===== src/hdl/mfr_pkg.sv =====
`default_nettype none
package mfr_pkg;

	localparam int unsigned MAX_LEN_DEFAULT = 251;
	localparam int unsigned PADDR_W         = 3;
	localparam int unsigned PDATA_W         = 32;

	localparam logic [7:0] SYNC_VALUE  = 8'hAA;
	localparam logic [7:0] IDLE_LENGTH = 8'hFC;

	// register index taken from paddr[2]
	localparam logic REG_DEVICE_ADDRESS = 1'b0;

	typedef enum logic [1:0] {
		STATUS_ACCEPTED      = 2'd0,
		STATUS_WRONG_ADDRESS = 2'd1,
		STATUS_BAD_CHECKSUM  = 2'd2
	} frame_status_t;

	typedef struct packed {
		logic [7:0] rx_byte;
		logic       ninth_bit;
		logic       framing_error;
		logic       overrun_error;
	} mfr_item_t;

	typedef struct packed {
		logic          valid;
		frame_status_t status;
		logic [7:0]    command;
		logic [7:0]    length;
	} mfr_result_t;

endpackage
`default_nettype wire


===== src/hdl/multidrop_frame_receiver.sv =====
`default_nettype none
// Frame receiver for a nine-bit multidrop UART link.
// Input channel (in_valid/in_ready): one received byte per beat with its
// ninth bit and framing/overrun flags. A ninth-bit-clear byte starts a frame
// (armed on 0xAA without framing error); body bytes are address, command,
// length, payload and an 8-bit checksum of address through payload.
// Output channel (out_valid/out_ready): one beat per completed frame with
// status (accepted, wrong address, bad checksum), command and length.
// Bytes that complete no frame produce no output beat.
// A beat that is accepted lands in the input register, is evaluated against
// the frame state, and its result is registered on the output when the beat
// leaves the input register.
// Throughput: one byte per cycle while the input register is not held; the frame state updates with each byte.
// When out_ready is low and a result is waiting, the input register holds
// only if its own beat also completes a frame; otherwise bytes keep flowing.
// Reset returns the frame state to idle and clears the device address and both valid flags.
// device_address sits on the APB port at byte address 0.
module multidrop_frame_receiver #(
	parameter int unsigned MAX_LEN = mfr_pkg::MAX_LEN_DEFAULT
) (
	input  wire logic                        clk,
	input  wire logic                        arst_n,
	input  wire logic                        psel,
	input  wire logic                        penable,
	input  wire logic                        pwrite,
	input  wire logic [mfr_pkg::PADDR_W-1:0] paddr,
	input  wire logic [mfr_pkg::PDATA_W-1:0] pwdata,
	output logic      [mfr_pkg::PDATA_W-1:0] prdata,
	output logic                             pready,
	input  wire logic                        in_valid,
	output logic                             in_ready,
	input  wire logic [7:0]                  rx_byte,
	input  wire logic                        ninth_bit,
	input  wire logic                        framing_error,
	input  wire logic                        overrun_error,
	output logic                             out_valid,
	input  wire logic                        out_ready,
	output logic [1:0]                       frame_status,
	output logic [7:0]                       command_code,
	output logic [7:0]                       payload_length
);
	import mfr_pkg::*;

	logic [7:0]    device_address_q;
	logic          valid_s1;
	mfr_item_t     item_s1;
	mfr_result_t   result;
	logic          advance;
	logic          out_valid_q;
	frame_status_t frame_status_q;
	logic [7:0]    command_code_q;
	logic [7:0]    payload_length_q;

	assign pready = 1'b1;

	always_ff @(posedge clk or negedge arst_n) begin
		if (!arst_n) begin
			device_address_q <= '0;
		end else if (psel && penable && pwrite && paddr[2] == REG_DEVICE_ADDRESS) begin
			device_address_q <= pwdata[7:0];
		end
	end

	always_comb begin
		prdata = '0;
		if (paddr[2] == REG_DEVICE_ADDRESS) begin
			prdata = {{(PDATA_W-8){1'b0}}, device_address_q};
		end
	end

	// hold the input beat only when its result cannot enter the output register
	assign advance  = valid_s1 && (!result.valid || !out_valid_q || out_ready);
	assign in_ready = !valid_s1 || advance;

	always_ff @(posedge clk or negedge arst_n) begin
		if (!arst_n) begin
			valid_s1 <= 1'b0;
		end else if (in_ready) begin
			valid_s1 <= in_valid;
		end
	end

	always_ff @(posedge clk) begin
		if (in_valid && in_ready) begin
			item_s1.rx_byte       <= rx_byte;
			item_s1.ninth_bit     <= ninth_bit;
			item_s1.framing_error <= framing_error;
			item_s1.overrun_error <= overrun_error;
		end
	end

	mfr_parser #(
		.MAX_LEN(MAX_LEN)
	) u_parser (
		.clk           (clk),
		.arst_n        (arst_n),
		.item_valid    (valid_s1),
		.step          (advance),
		.item          (item_s1),
		.device_address(device_address_q),
		.result        (result)
	);

	always_ff @(posedge clk or negedge arst_n) begin
		if (!arst_n) begin
			out_valid_q <= 1'b0;
		end else if (advance && result.valid) begin
			out_valid_q <= 1'b1;
		end else if (out_ready) begin
			out_valid_q <= 1'b0;
		end
	end

	always_ff @(posedge clk) begin
		if (advance && result.valid) begin
			frame_status_q   <= result.status;
			command_code_q   <= result.command;
			payload_length_q <= result.length;
		end
	end

	assign out_valid      = out_valid_q;
	assign frame_status   = frame_status_q;
	assign command_code   = command_code_q;
	assign payload_length = payload_length_q;

endmodule
`default_nettype wire


===== src/hdl/mfr_parser.sv =====
`default_nettype none
module mfr_parser #(
	parameter int unsigned MAX_LEN = mfr_pkg::MAX_LEN_DEFAULT
) (
	input  wire logic              clk,
	input  wire logic              arst_n,
	input  wire logic              item_valid,
	input  wire logic              step,
	input  wire mfr_pkg::mfr_item_t item,
	input  wire logic [7:0]        device_address,
	output mfr_pkg::mfr_result_t   result
);
	import mfr_pkg::*;

	localparam logic [7:0] MaxLenByte = 8'(MAX_LEN);

	logic       sync_seen_q,     sync_seen_d;
	logic [7:0] position_q,      position_d;
	logic [7:0] frame_length_q,  frame_length_d;
	logic [7:0] frame_address_q, frame_address_d;
	logic [7:0] frame_command_q, frame_command_d;
	logic [7:0] running_sum_q,   running_sum_d;

	logic [7:0] pos_inc;
	logic       done;

	assign pos_inc = position_q + 8'd1;

	// next frame state for the beat held in the input register
	always_comb begin
		sync_seen_d     = sync_seen_q;
		position_d      = position_q;
		frame_length_d  = frame_length_q;
		frame_address_d = frame_address_q;
		frame_command_d = frame_command_q;
		running_sum_d   = running_sum_q;
		done            = 1'b0;
		if (!item.ninth_bit && !item.framing_error) begin
			// start of frame; arm only on the sync value
			sync_seen_d     = (item.rx_byte == SYNC_VALUE);
			position_d      = '0;
			frame_length_d  = IDLE_LENGTH;
			frame_address_d = '0;
			frame_command_d = '0;
			running_sum_d   = '0;
		end else if (!item.ninth_bit || item.framing_error || item.overrun_error ||
				!sync_seen_q) begin
			sync_seen_d     = 1'b0;
			position_d      = '0;
			frame_length_d  = IDLE_LENGTH;
			frame_address_d = '0;
			frame_command_d = '0;
			running_sum_d   = '0;
		end else if ({1'b0, pos_inc} > ({1'b0, frame_length_q} + 9'd3)) begin
			// checksum beat: report and drop back to idle
			done            = 1'b1;
			sync_seen_d     = 1'b0;
			position_d      = '0;
			frame_length_d  = IDLE_LENGTH;
			frame_address_d = '0;
			frame_command_d = '0;
			running_sum_d   = '0;
		end else if (pos_inc == 8'd3 && item.rx_byte > MaxLenByte) begin
			sync_seen_d     = 1'b0;
			position_d      = '0;
			frame_length_d  = IDLE_LENGTH;
			frame_address_d = '0;
			frame_command_d = '0;
			running_sum_d   = '0;
		end else begin
			position_d    = pos_inc;
			running_sum_d = running_sum_q + item.rx_byte;
			if (pos_inc == 8'd1) begin
				frame_address_d = item.rx_byte;
			end
			if (pos_inc == 8'd2) begin
				frame_command_d = item.rx_byte;
			end
			if (pos_inc == 8'd3) begin
				frame_length_d = item.rx_byte;
			end
		end
	end

	always_comb begin
		result.valid   = item_valid && done;
		result.command = frame_command_q;
		result.length  = frame_length_q;
		if (frame_address_q != device_address) begin
			result.status = STATUS_WRONG_ADDRESS;
		end else if (running_sum_q != item.rx_byte) begin
			result.status = STATUS_BAD_CHECKSUM;
		end else begin
			result.status = STATUS_ACCEPTED;
		end
	end

	always_ff @(posedge clk or negedge arst_n) begin
		if (!arst_n) begin
			sync_seen_q     <= 1'b0;
			position_q      <= '0;
			frame_length_q  <= IDLE_LENGTH;
			frame_address_q <= '0;
			frame_command_q <= '0;
			running_sum_q   <= '0;
		end else if (step) begin
			sync_seen_q     <= sync_seen_d;
			position_q      <= position_d;
			frame_length_q  <= frame_length_d;
			frame_address_q <= frame_address_d;
			frame_command_q <= frame_command_d;
			running_sum_q   <= running_sum_d;
		end
	end

endmodule
`default_nettype wire


===== config.mk =====
export PLATFORM = sky130hd
export DESIGN_NAME = multidrop_frame_receiver
export DESIGN_NICKNAME = d
export VERILOG_FILES = /design/src/hdl/mfr_pkg.sv /design/src/hdl/multidrop_frame_receiver.sv /design/src/hdl/mfr_parser.sv
export SDC_FILE = /design/constraint.sdc
export NUM_CORES = 1
export LEC_CHECK = 0
export BUFFER_PORTS_ARGS = -buffer_cell sky130_fd_sc_hd__buf_2
export CORE_MARGIN = 2
export CORE_UTILIZATION = 45
export CTS_BUF_LIST = sky130_fd_sc_hd__clkbuf_4
export DETAILED_ROUTE_END_ITERATION = 7
export GPL_TIMING_DRIVEN = 0
export MAX_ROUTING_LAYER = met4
export PLACE_DENSITY = 0.69
export SYNTH_ARGS = -nofsm -noshare
export SYNTH_HDL_FRONTEND = slang
export SYNTH_HIERARCHICAL = 1
export SYNTH_SLANG_ARGS = --single-unit

===== constraint.sdc =====
create_clock -name clk -period 4 [get_ports clk]
set_input_delay 1 -clock clk [delete_from_list [all_inputs] [get_ports clk]]
set_output_delay 1 -clock clk [all_outputs]
set_load 0.05 [all_outputs]

After elaboration in Yosys (flattened, before gate mapping)
Index checks and enable logic that the tools add are counted.
{"block": "word_totals", "out_inout_bits": 53, "register_bits": 80, "elab_cells": 92, "input_bits": 53}
{"block": "op_classes", "magnitude_cmp": 2, "bitwise_logic": 1, "n_addsub": 3, "eq_ne": 6, "reduce_logical": 30, "n_mux": 34}
{"op": "8-bit 2-to-1 mux", "count": 24}
{"op": "8-bit by 2-bit equality test with 1-bit output (second input constant)", "count": 2}
{"op": "8-bit inequality test", "count": 2}
{"op": "5-bit nonzero test", "count": 3}
{"op": "8-bit by 2-bit adder with 9-bit output (second input constant)", "count": 1}
{"op": "8-bit by 9-bit greater-than comparator with 1-bit output", "count": 1}
{"op": "1-bit logical AND", "count": 9}
{"op": "1-bit 2-to-1 mux", "count": 9}
{"op": "8-bit by 1-bit adder with 8-bit output (second input constant)", "count": 1}
{"op": "8-bit adder", "count": 1}
{"op": "8-bit by 1-bit equality test with 1-bit output (second input constant)", "count": 1}
{"op": "8-bit equality test (second input constant)", "count": 1}
{"op": "8-bit greater-than comparator (second input constant)", "count": 1}
{"op": "2-bit AND reduction", "count": 4}
{"op": "1-bit zero test", "count": 6}
{"op": "1-bit logical OR", "count": 6}
{"op": "4-bit nonzero test", "count": 1}
{"op": "2-bit 2-to-1 mux", "count": 1}
{"op": "2-bit nonzero test", "count": 1}
{"op": "1-bit inverter", "count": 1}

Longest topological paths before layout
Gate-level depths: netlist of run 1.
{"block": "logic_depth", "word_depth": 13, "depth_mapped": 17, "mapped_depth_nobuf": 16}

By module
The synthesis of run 1 kept the hierarchy.
{"module": "mfr_parser", "seq_area_each_um2": 1033.5, "cells_each": 292, "instances": 1, "area_per_inst_um2": 2782.7}
{"module": "multidrop_frame_receiver", "seq_area_each_um2": 1121.1, "cells_each": 91, "instances": 1, "area_per_inst_um2": 1549.0}

Worst setup path after synthesis of run 1
Ideal clock, no wire load.
{"block": "synth_path", "path_type": "reg-to-output", "from": "reg u_parser.position_q[0]", "to": "out in_ready", "stages_incl_launch_ff": 13, "slack_ps": 144, "path_buffers": 1, "t_required_ps": 3000, "arrival_time_ps": 2856, "cell_sequence": "dfrtp_1 ha_1 buf_2 and3_1 nand3_1 xnor2_1 ha_1 o21a_1 o21ai_0 a221oi_2 nand2_1 nor3_1 nand4b_1"}
{"item": "from (decl)", "line": "mfr_parser.sv:18", "rtl": "logic [7:0] position_q, position_d;"}
{"item": "from (signal assigned)", "line": "mfr_parser.sv:108", "rtl": "position_q <= position_d;"}
{"item": "to (decl)", "line": "multidrop_frame_receiver.sv:31", "rtl": "output logic in_ready,"}

==> flow_summary.yaml, run 1 <==
cells_and_area:
  drive_gt1_frac: 0.371
  nNetsFinal: 565
  fillers: 811
  multi_input_area_mm2: 0.00203
  register_area_mm2: 0.00216
  syn_to_final_growth_pct: 22.7
setup_path:
  cp_slowest_stage_delay_ns: 0.42
  critPathKind: "flop to output port"
  start_kind: "flop"
  cp-end-kind: "output port"
  cp_cell_sequence: "inv_2 > ha_4 > and3b_1 > and3_4 > xnor2_2 > ha_1 > o21a_1 > o21ai_2 > a221oi_4 > nand2_2 > nor3_4 > nand4b_1 > buf_6"
  critPathMaxFanout: 3
  critPathSlowestCell: "dfrtp_1"
  arrival_ns: 3.16
  cp.required_ns: 3.00
timing:
  timing.fmax_ghz: 0.240
  fin_crit_ns: 4.16
  hold_viol_final: 0
  timing.hold.ws_ns: 0.460
  setup_viol: 1
  setup_slack_ns: -0.162
  max_slew_margin: 0.237
  finClkSkew_ns: 0.0191
  setup_tns_ns: -0.162
  slew_viol_final: 0
  fin_crit_sh: 1.04
  grt_setup_unrepaired: "true"
  max_slew.worst_pin.slew_ns: 1.14
synth:
  synth_mux_area_frac: 0.0289
  synth_top_area_frac: 0.260
  ys_top_cells_by_area: "dfrtp_1 26%, edfxtp_1 20%, ha_1 5.8%"
  synth_edf_count: 29
  seq_area_frac_synth: 0.497
  syn_inst: 383
  synthSimpleGateAreaFrac: 0.148
  yosysUniqueCellTypes: 64
  avgSynthCellArea_um2: 11.3
  synth_top_family_by_area: "simple AND/OR/NAND/NOR gates"
  ys_ff_latch: 80
  syn-cell-area_mm2: 0.00433
  ys_async_sr_fraction: 0.638
  synth_xor_xnor_area_share: 0.0546
  synth_compound_area_frac: 0.124
  synth_ff_type: "dfrtp_1"
  synthAdderAreaFrac: 0.0624
  synth_top_area_cell: "dfrtp_1"
  synth_warnings: 6
clock_tree:
  root_buffer: "clkbuf_4"
  htreeDepth: 3
  clock_latency_ns: 0.44
  cts_buffer_depth: 2
  cts.sinks: 80
  ctsHoldBuffers: 0
  clkTransAtPathRegs_ns: 0.15
  numCtsBuffers: 9
  cts_tree: "done"
die:
  core-area_mm2: 0.00928
  die-width_um: 102
  die_y_um: 102
  pin_count: 106
  core.rowCount: 35
  die-area_mm2: 0.0104
  start_util: 0.467
drt:
  antenna_left: 0
  routed_wl_mm: 9.59
  via_per_inst: 5.26
  vias: 3291
  drt-pass1-iter-count: 5
  wire_per_inst_um: 15.3
  dr.first_iter.drc_count: 227
  drc_errors: 0
pwr:
  switching_share: 0.292
  p_per_area_mw_per_mm2: 325
  power.internal_mw: 1.22
  pwr-share-clk: 0.336
  comb_power_share: 0.140
  p_leak_nw: 2.47
  ir_drop_uv: 198
  power.total_mw: 1.73
  p_switching_mw: 0.504
  seqPwrFrac: 0.524
placed_design:
  port_buffers: 54
  dp_hpwl_mm: 6.64
  place_congestion: 0.883
status:
  violations: "negative setup slack"
  outcome: "complete, but fails checks"
global_route:
  grt_max_degree: 52
  antenna_found_initial: 1
  grt_pass1_vias: 3052
  gr-usage-all-layers: 0.195
  grt_pass1_wl_mm: 15.0
  grt_overflow: 0
worst_hold_path:
  hold_class: "flop to flop"
run:
  max_cap_violations: 0
## synth_stat cells (2+ instances only)
cell type	n
ha_1	20
nor3_1	6
a31oi_1	6
nand2b_1	2
nor2_1	12
buf_2	7
o22ai_1	23
nand4_2	3
nor4_1	4
and2b_2	8
and3_1	3
o2111ai_1	2
and2_1	4
o2bb2ai_1	6
nand4bb_1	2
nand2_2	2
a22o_1	2
a21oi_1	9
inv_1	20
mux2_2	8
clkbuf_1	3
o21ai_0	3
xnor2_1	14
dfstp_2	6
xor2_1	13
nand3_1	10
buf_4	25
nor2b_1	3
nand2_1	35
buf_6	4
o22a_1	4
dfrtp_1	45
edfxtp_1	29
conb_1	2
nand4_1	8
mux2i_1	2
## routing by layer
metal / global-route usage / routed length [um]
met3: 0.0321 / 621
met4: 0.0882 / 191
met5: - / 0
met2: 0.304 / 4610
met1: 0.252 / 4160
## power groups by stage
stage / logic (mW) / clock network, mW / registers [mW]
finish: 0.242 / 0.580 / 0.905
global route: 0.260 / 0.626 / 0.909
CTS: 0.241 / 0.592 / 0.905
detailed placement: 0.240 / 0 / 0.922
global placement: 0.237 / 0 / 0.921
floorplan: 0.190 / 0 / 0.910
## worst max-delay path: cells and delay by family (launching register included)
| kind | cells | cell delay (ns) |
|---|---|---|
| XOR/XNOR | 1 | 0.13 |
| AND/OR/NAND/NOR | 5 | 0.93 |
| adder cells (fa/ha/maj) | 2 | 0.44 |
| buffers and inverters | 2 | 0.29 |
| AO/OA/AOI/OAI | 3 | 0.50 |
| flip-flops | 1 | 0.42 |
## logic make-up (layout without fill, tap and decap cells)
logic type,count (synthesis),in the layout
and+or+nand+nor,110,110
DFF,80,80
AOI/OAI and AO/OA,72,72
buffers and inverters,60,150
xor gates and xnor gates,27,27
adders and majority gates,21,21
muxes,11,11
other,2,26
## sequential cells by signal (all words and copies together), names as in the netlist
name,count
item_s1,11
command_code,8
device_address_q,8
payload_length,8
u_parser/frame_address_q,8
u_parser/frame_command_q,8
u_parser/frame_length_q,8
u_parser/position_q,8
u_parser/running_sum_q,8
frame_status,2
out_valid,1
u_parser/sync_seen_q,1
valid_s1,1
## final timing paths
kind                                        startpoint  slack, ns  cells past startpoint                           to
max                         u_parser/frame_length_q[1]      -0.16                     13                     in_ready
min                        u_parser/frame_command_q[0]       0.46                      0              command_code[0]
max reg2reg                     u_parser/position_q[0]       0.19                     16  u_parser/frame_address_q[2]
min reg2reg                u_parser/frame_command_q[0]       0.46                      0              command_code[0]
max in group asynchronous                       arst_n       2.46                      1       u_parser/position_q[0]
min in group asynchronous                       arst_n       0.76                      1       u_parser/position_q[4]
## layout by cell type, fill, tap and decap left out, drive strengths merged, types with 8 or more instances in the layout
| cell type | n |
|---|---|
| edfxtp | 29 |
| and2b | 8 |
| clkbuf | 11 |
| xnor2 | 14 |
| nand2 | 37 |
| a21oi | 11 |
| o22ai | 23 |
| ha | 20 |
| mux2 | 9 |
| conb | 25 |
| buf | 111 |
| inv | 26 |
| dfrtp | 45 |
| xor2 | 13 |
| nor2 | 13 |
| nand3 | 10 |
| nand4 | 11 |
## area by class of cell
| cell class | instances | area share |
|---|---|---|
| plain buffers | 39 | 0.0539 |
| multi-input cells | 266 | 0.381 |
| well taps | 129 | 0.0304 |
| flip-flops and latches | 80 | 0.406 |
| diodes | 1 | 0.000471 |
| clock buffers | 9 | 0.0127 |
| clock inverters | 7 | 0.0200 |
| repair buffers | 74 | 0.0810 |
| inverters | 21 | 0.0148 |
## through the flow
step / setup slack, ns / instances / cell area (um2) / util
finish: -0.162 / 626 / 5320 / 0.573
global route: -0.325 / 626 / 5320 / 0.573
floorplan: 0.144 / 406 / 4420 / -
CTS: -0.192 / 618 / 5230 / 0.563
global placement: -0.396 / 589 / 4850 / 0.522
detailed placement: -0.364 / 589 / 4850 / 0.523
## what timing repair did
| item | CTS | global route |
|---|---|---|
| setup endpoints to repair | 56 | 20 |
| resized for setup | 25 | 5 |
| pin swaps | 9 | 6 |
| buffers inserted | 13 | 7 |
Note: power is estimated with default switching activity, not from simulation.
==> inputs of run 2 (changes only) <==
- ABC_AREA: unset -> 1
- SETUP_SLACK_MARGIN: unset -> 0.15
==> run 2 against run 1 <==
Effect of this change: global-route usage decreased by 0.45 points; worst setup slack improved by 0.34 ns; core utilization decreased by 2.8 points; the run now ends clean; synthesized cell count increased by 25%; combinational power increased by 2%; sequential cell count unchanged; largest cell class unchanged.
==> flow_summary.yaml, run 2 <==
pwr:
  ir_drop_uv: 188
  p_leak_nw: 2.65
  p_per_area_mw_per_mm2: 333
synth:
  avgSynthCellArea_um2: 9.11
  synth_edf_count: 29
  synth_most_common_cell: "nand2_1"
  syn-cell-area_mm2: 0.00435
  synth_common_cells: "126 x nand2_1, 50 x inv_1, 45 x dfrtp_1"
  yosysUniqueCellTypes: 39
  synth_ff_type: "dfrtp_1"
  seq_area_frac_synth: 0.495
  ys_ff_latch: 80
  ys_async_sr_fraction: 0.638
  ys_top_cells_by_area: "dfrtp_1 26%, edfxtp_1 20%, nand2_1 11%"
  synth_warnings: 6
  synth_top_area_cell: "dfrtp_1"
  synth_top_area_frac: 0.259
  syn_inst: 478
global_route:
  grt_overflow: 0
  grt_pass1_vias: 3179
  gr-usage-all-layers: 0.191
  grt_pass1_wl_mm: 14.9
  grt_max_degree: 52
  antenna_found_initial: 1
setup_path:
  arrival_ns: 2.83
  critPathMaxFanout: 4
  start_kind: "flop"
  critPathKind: "flop to output port"
  cp.required_ns: 3.00
  critical_path.endpoint: "in_ready"
  rr_endpoint: "u_parser/frame_address_q[3]"
  reg2reg_slack_ns: 0.49
  cp-end-kind: "output port"
  rr_worst_depth: 19
  startpoint: "u_parser/frame_length_q[2]"
  r2r_start: "u_parser/frame_length_q[0]"
timing:
  max_slew.worst_pin.slew_ns: 1.13
  setup_slack_ns: 0.173
  slew_viol_final: 0
  timing.fmax_ghz: 0.261
  finClkSkew_ns: 0.0182
  max_slew_margin: 0.245
  fin_crit_sh: 0.957
  grt_setup_unrepaired: "true"
  fin_crit_ns: 3.83
  setup_viol: 0
  setup_tns_ns: 0
  hold_viol_final: 0
clock_tree:
  root_buffer: "clkbuf_4"
  cts_buffer_depth: 2
  htreeDepth: 3
  clock_latency_ns: 0.45
  numCtsBuffers: 9
  clkTransAtPathRegs_ns: 0.15
  cts.sinks: 80
  ctsHoldBuffers: 0
  cts_tree: "done"
cells_and_area:
  register_area_mm2: 0.00215
  final_util: 0.545
  multi_input_area_mm2: 0.00186
  fillers: 858
  final_cell_mix: "124 x nand2_1, 52 x buf_2, 50 x inv_1"
  syn_to_final_growth_pct: 16.8
  drive_gt1_frac: 0.246
  layout_commonest_cell: "nand2_1"
  instances_no_fill: 704
  nNetsFinal: 643
  max_flop_register: "item_s1"
  largest_reg_flops: 11
status:
  outcome: "finished, final reports clean"
drt:
  antenna_left: 0
  wire_per_inst_um: 12.6
  vias: 3292
  drc_errors: 0
  routed_wl_mm: 8.88
  drt-pass1-iter-count: 4
  dr.first_iter.drc_count: 154
  via_per_inst: 4.68
die:
  start_util: 0.467
  core-area_mm2: 0.00933
  pin_count: 106
  die_y_um: 102
  die-width_um: 102
  die-area_mm2: 0.0105
  core.rowCount: 35
placed_design:
  dp_hpwl_mm: 6.59
  dp.cells: 683
  port_buffers: 53
  place_congestion: 0.904
  place_ws_ns: -0.00328
run:
  max_cap_violations: 0
worst_hold_path:
  hold_class: "flop to flop"
==> run 2: worst min-delay path by stage <==
stage                                 from         endpoint  slack, ns  cells past startpoint
2_1_floorplan  u_parser/frame_command_q[0]  command_code[0]       0.43                      0
3_3_place_gp   u_parser/frame_command_q[5]  command_code[5]       0.43                      0
3_5_place_dp   u_parser/frame_command_q[5]  command_code[5]       0.44                      0
4_1_cts        u_parser/frame_command_q[3]  command_code[3]       0.46                      0
5_1_grt        u_parser/frame_command_q[3]  command_code[3]       0.48                      0
6_report       u_parser/frame_command_q[3]  command_code[3]       0.46                      0
==> run 2: kinds of logic after synthesis <==
family                     count (synthesis)  share of synthesized area
adders and majority gates                 21                     0.0621
AOI/OAI and AO/OA                         38                     0.0500
other                                      2                    0.00173
buffers and inverters                     86                      0.103
xor gates and xnor gates                  21                     0.0423
DFF                                       80                      0.495
and+or+nand+nor                          230                      0.246
==> run 2: routing by layer <==
layer / up-vias / wire length [um] / track usage
li1: 1675 / - / -
met2: 89 / 4170 / 0.294
met1: 1518 / 4220 / 0.253
met5: - / 0 / -
met3: 10 / 346 / 0.0349
met4: 0 / 148 / 0.0718
==> run 2: final cells by class <==
cell class	count	area share
inverter	54	0.0399
buffer	32	0.0482
antenna	1	0.000492
multi-input combinational	335	0.366
clock inverter	7	0.0170
tap	129	0.0317
timing repair buffer	57	0.0593
clock buffer	9	0.0133
sequential	80	0.424
==> run 2: worst max-delay path, cell delays in order, from the launching register on <==
cell and delay (ns):
dfstp_2 0.56, inv_1 0.06, a21oi_2 0.13, inv_1 0.07, nor2_2 0.11, nand3_1 0.09, xor2_1 0.16, ha_1 0.27
inv_1 0.04, nor2_1 0.09, nand2_1 0.05, inv_1 0.07, nand2_1 0.06, nand2_2 0.09, nand2_4 0.08, nor2_4 0.10
nand4_1 0.14, buf_6 0.19
==> run 2: power breakdown <==
group          internal (mW)  total [mW]  switching (mW)
Clock                  0.206       0.527           0.321
Sequential             0.882       0.916          0.0334
Combinational         0.0764       0.248           0.172
Total                   1.16        1.69           0.526
==> run 2: stage by stage <==
| stage | hold slack [ns] | area, um2 | power (mW) |
|---|---|---|---|
| global route | 0.483 | 5080 | 1.77 |
| floorplan | 0.426 | 4440 | 1.12 |
| finish | 0.460 | 5080 | 1.69 |
| detailed placement | 0.442 | 4870 | 1.18 |
| CTS | 0.461 | 5070 | 1.70 |
| global placement | 0.434 | 4870 | 1.17 |
==> run 2: timing repair <==
item / 4_1_cts / 5_1_grt
setup buffers: 3 / 1
pin swaps: 1 / 0
setup endpoints to repair: 21 / 32
gates resized for setup: 10 / 2
==> inputs of run 3 (changes only) <==
- CTS_BUF_LIST: sky130_fd_sc_hd__clkbuf_4 -> unset
==> run 3 against run 2 <==
Effect of this change: via count increased by 1.5%; sequential share of layout area decreased by 0.84 points; first-iteration DRC count decreased by 3.9%; core utilization increased by 1.1 points; count of clock-buffer cells in the layout unchanged; combinational power about the same; total power increased by 6.1%; final cell count increased by 0.43%; global-route usage decreased by 0.16 points; sequential power about the same; non-clock buffer count increased by 4; critical path type unchanged.
==> flow_summary.yaml, run 3 (same netlist as run 2, synthesis figures left out) <==
timing:
  timing.fmax_ghz: 0.266
  fin_crit_sh: 0.940
  timing.hold.ws_ns: 0.457
  setup_viol: 0
  slew_viol_final: 0
  hold_viol_final: 0
  finClkSkew_ns: 0.0107
  max_slew.worst_pin.slew_ns: 1.14
  grt_setup_unrepaired: "true"
  fin_crit_ns: 3.76
  max_slew_margin: 0.240
clock_tree:
  ctsHoldBuffers: 0
  cts_buffer_depth: 2
  clkTransAtPathRegs_ns: 0.09
  cts_tree: "done"
  clock_latency_ns: 0.35
  root_buffer: "clkbuf_8"
  htreeDepth: 3
  cts.sinks: 80
  numCtsBuffers: 9
cells_and_area:
  layout_commonest_cell: "nand2_1"
  nNetsFinal: 647
  final_cell_area_mm2: 0.00519
  largest_reg_flops: 11
  final_cell_mix: "122 x nand2_1, 52 x buf_2, 48 x inv_1"
  syn_to_final_growth_pct: 19.1
  num_antenna_cells: 0
  final_util: 0.556
  instances_no_fill: 707
  drive_gt1_frac: 0.261
  max_flop_register: "item_s1"
drt:
  wire_per_inst_um: 12.6
  vias: 3343
  routed_wl_mm: 8.93
  drt-pass1-iter-count: 4
  antenna_left: 0
  drc_errors: 0
  via_per_inst: 4.73
  dr.first_iter.drc_count: 148
die:
  pin_count: 106
  core-area_mm2: 0.00933
  die-area_mm2: 0.0105
  die-width_um: 102
  die_y_um: 102
  core.rowCount: 35
  start_util: 0.467
setup_path:
  critPathBufInv: 4
  start_kind: "flop"
  cp-end-kind: "output port"
  cp_top_family: "simple AND/OR/NAND/NOR gates"
  critPathMaxFanout: 3
  cp.required_ns: 3.00
  critPathKind: "flop to output port"
  cp_slowest_stage_delay_ns: 0.55
  arrival_ns: 2.76
  critPathSlowestCell: "dfstp_2"
  cp_common_cell: "nand2_1"
  cp_cell_sequence: "inv_2 > a21oi_2 > inv_1 > nor2_2 > nand2_1 > xor2_1 > ha_1 > nand2_1 > nor2_1 > nand2_1 > inv_2 > nand2_2 > nand2_4 > nand2_4 > nor2_4 > nand4_1 > buf_6"
placed_design:
  place_area_mm2: 0.00487
  dp.cells: 683
  port_buffers: 53
  place_congestion: 0.904
  dp_hpwl_mm: 6.59
status:
  outcome: "finished, final reports clean"
global_route:
  grt_pass1_vias: 3172
  gr-usage-all-layers: 0.189
  grt_pass1_wl_mm: 14.9
  antenna_found_initial: 0
  grt_overflow: 0
  grt_max_degree: 52
  busiest_layer: "met2"
  grtUsageMet2: 0.294
  met3_usage: 0.0308
  grtUsageMet1: 0.251
pwr:
  p_per_area_mw_per_mm2: 346
  ir_drop_uv: 219
  p_leak_nw: 2.69
run:
  max_cap_violations: 0
worst_hold_path:
  hold_class: "flop to flop"
[run 3: cell count changes in the layout (fill, tap and decap cells not counted), moves of 2 or more]
cell / change
buf_4: +4
clkbuf_4: -9
clkbuf_8: +9
inv_1: -2
inv_2: +2
nand2_1: -2
[run 3: area by class of cell]
type                       instances  area (um2)
tap                              129         161
inverter                          54         203
buffer                            32         245
clock inverter                     7        86.3
clock buffer                       9         124
sequential                        80        2150
fill                             840        4140
multi-input combinational        335        1880
timing repair buffer              61         332
[run 3: layer usage]
layer,up-vias,routed length (um)
met5,-,0
met4,0,123
met3,11,479
met2,104,4210
met1,1545,4110
li1,1683,-
[run 3: per-stage QoR]
step | total power [mW] | TNS [ns] | setup slack (ns)
5_1_grt | 1.88 | 0 | 0.0708
6_report | 1.79 | 0 | 0.241
2_1_floorplan | 1.12 | 0 | 0.431
3_5_place_dp | 1.18 | -0.00328 | -0.00328
4_1_cts | 1.81 | 0 | 0.164
3_3_place_gp | 1.17 | 0 | 0.0858
[run 3: path summary, 6_finish.rpt]
check	from	endpoint	slack [ns]	cells past startpoint
setup / recovery	u_parser/frame_length_q[2]	in_ready	0.24	17
hold / removal	u_parser/frame_command_q[1]	command_code[1]	0.46	0
setup reg to reg	u_parser/frame_length_q[0]	u_parser/frame_address_q[3]	0.53	19
hold reg to reg	u_parser/frame_command_q[1]	command_code[1]	0.46	0
max in group asynchronous	arst_n	u_parser/frame_length_q[1]	2.43	1
min in group asynchronous	arst_n	u_parser/running_sum_q[2]	0.88	1
[run 3: repair_timing]
action,CTS,global route
setup buffers,2,6
setup endpoints to repair,20,20
gates resized for setup,8,10
pin swaps,1,7
[run 3: where the power goes]
part / total (mW) / internal (mW) / switching (mW)
sequential: 0.915 / 0.882 / 0.0334
clock: 0.629 / 0.304 / 0.325
combinational: 0.250 / 0.0773 / 0.173
total: 1.79 / 1.26 / 0.531
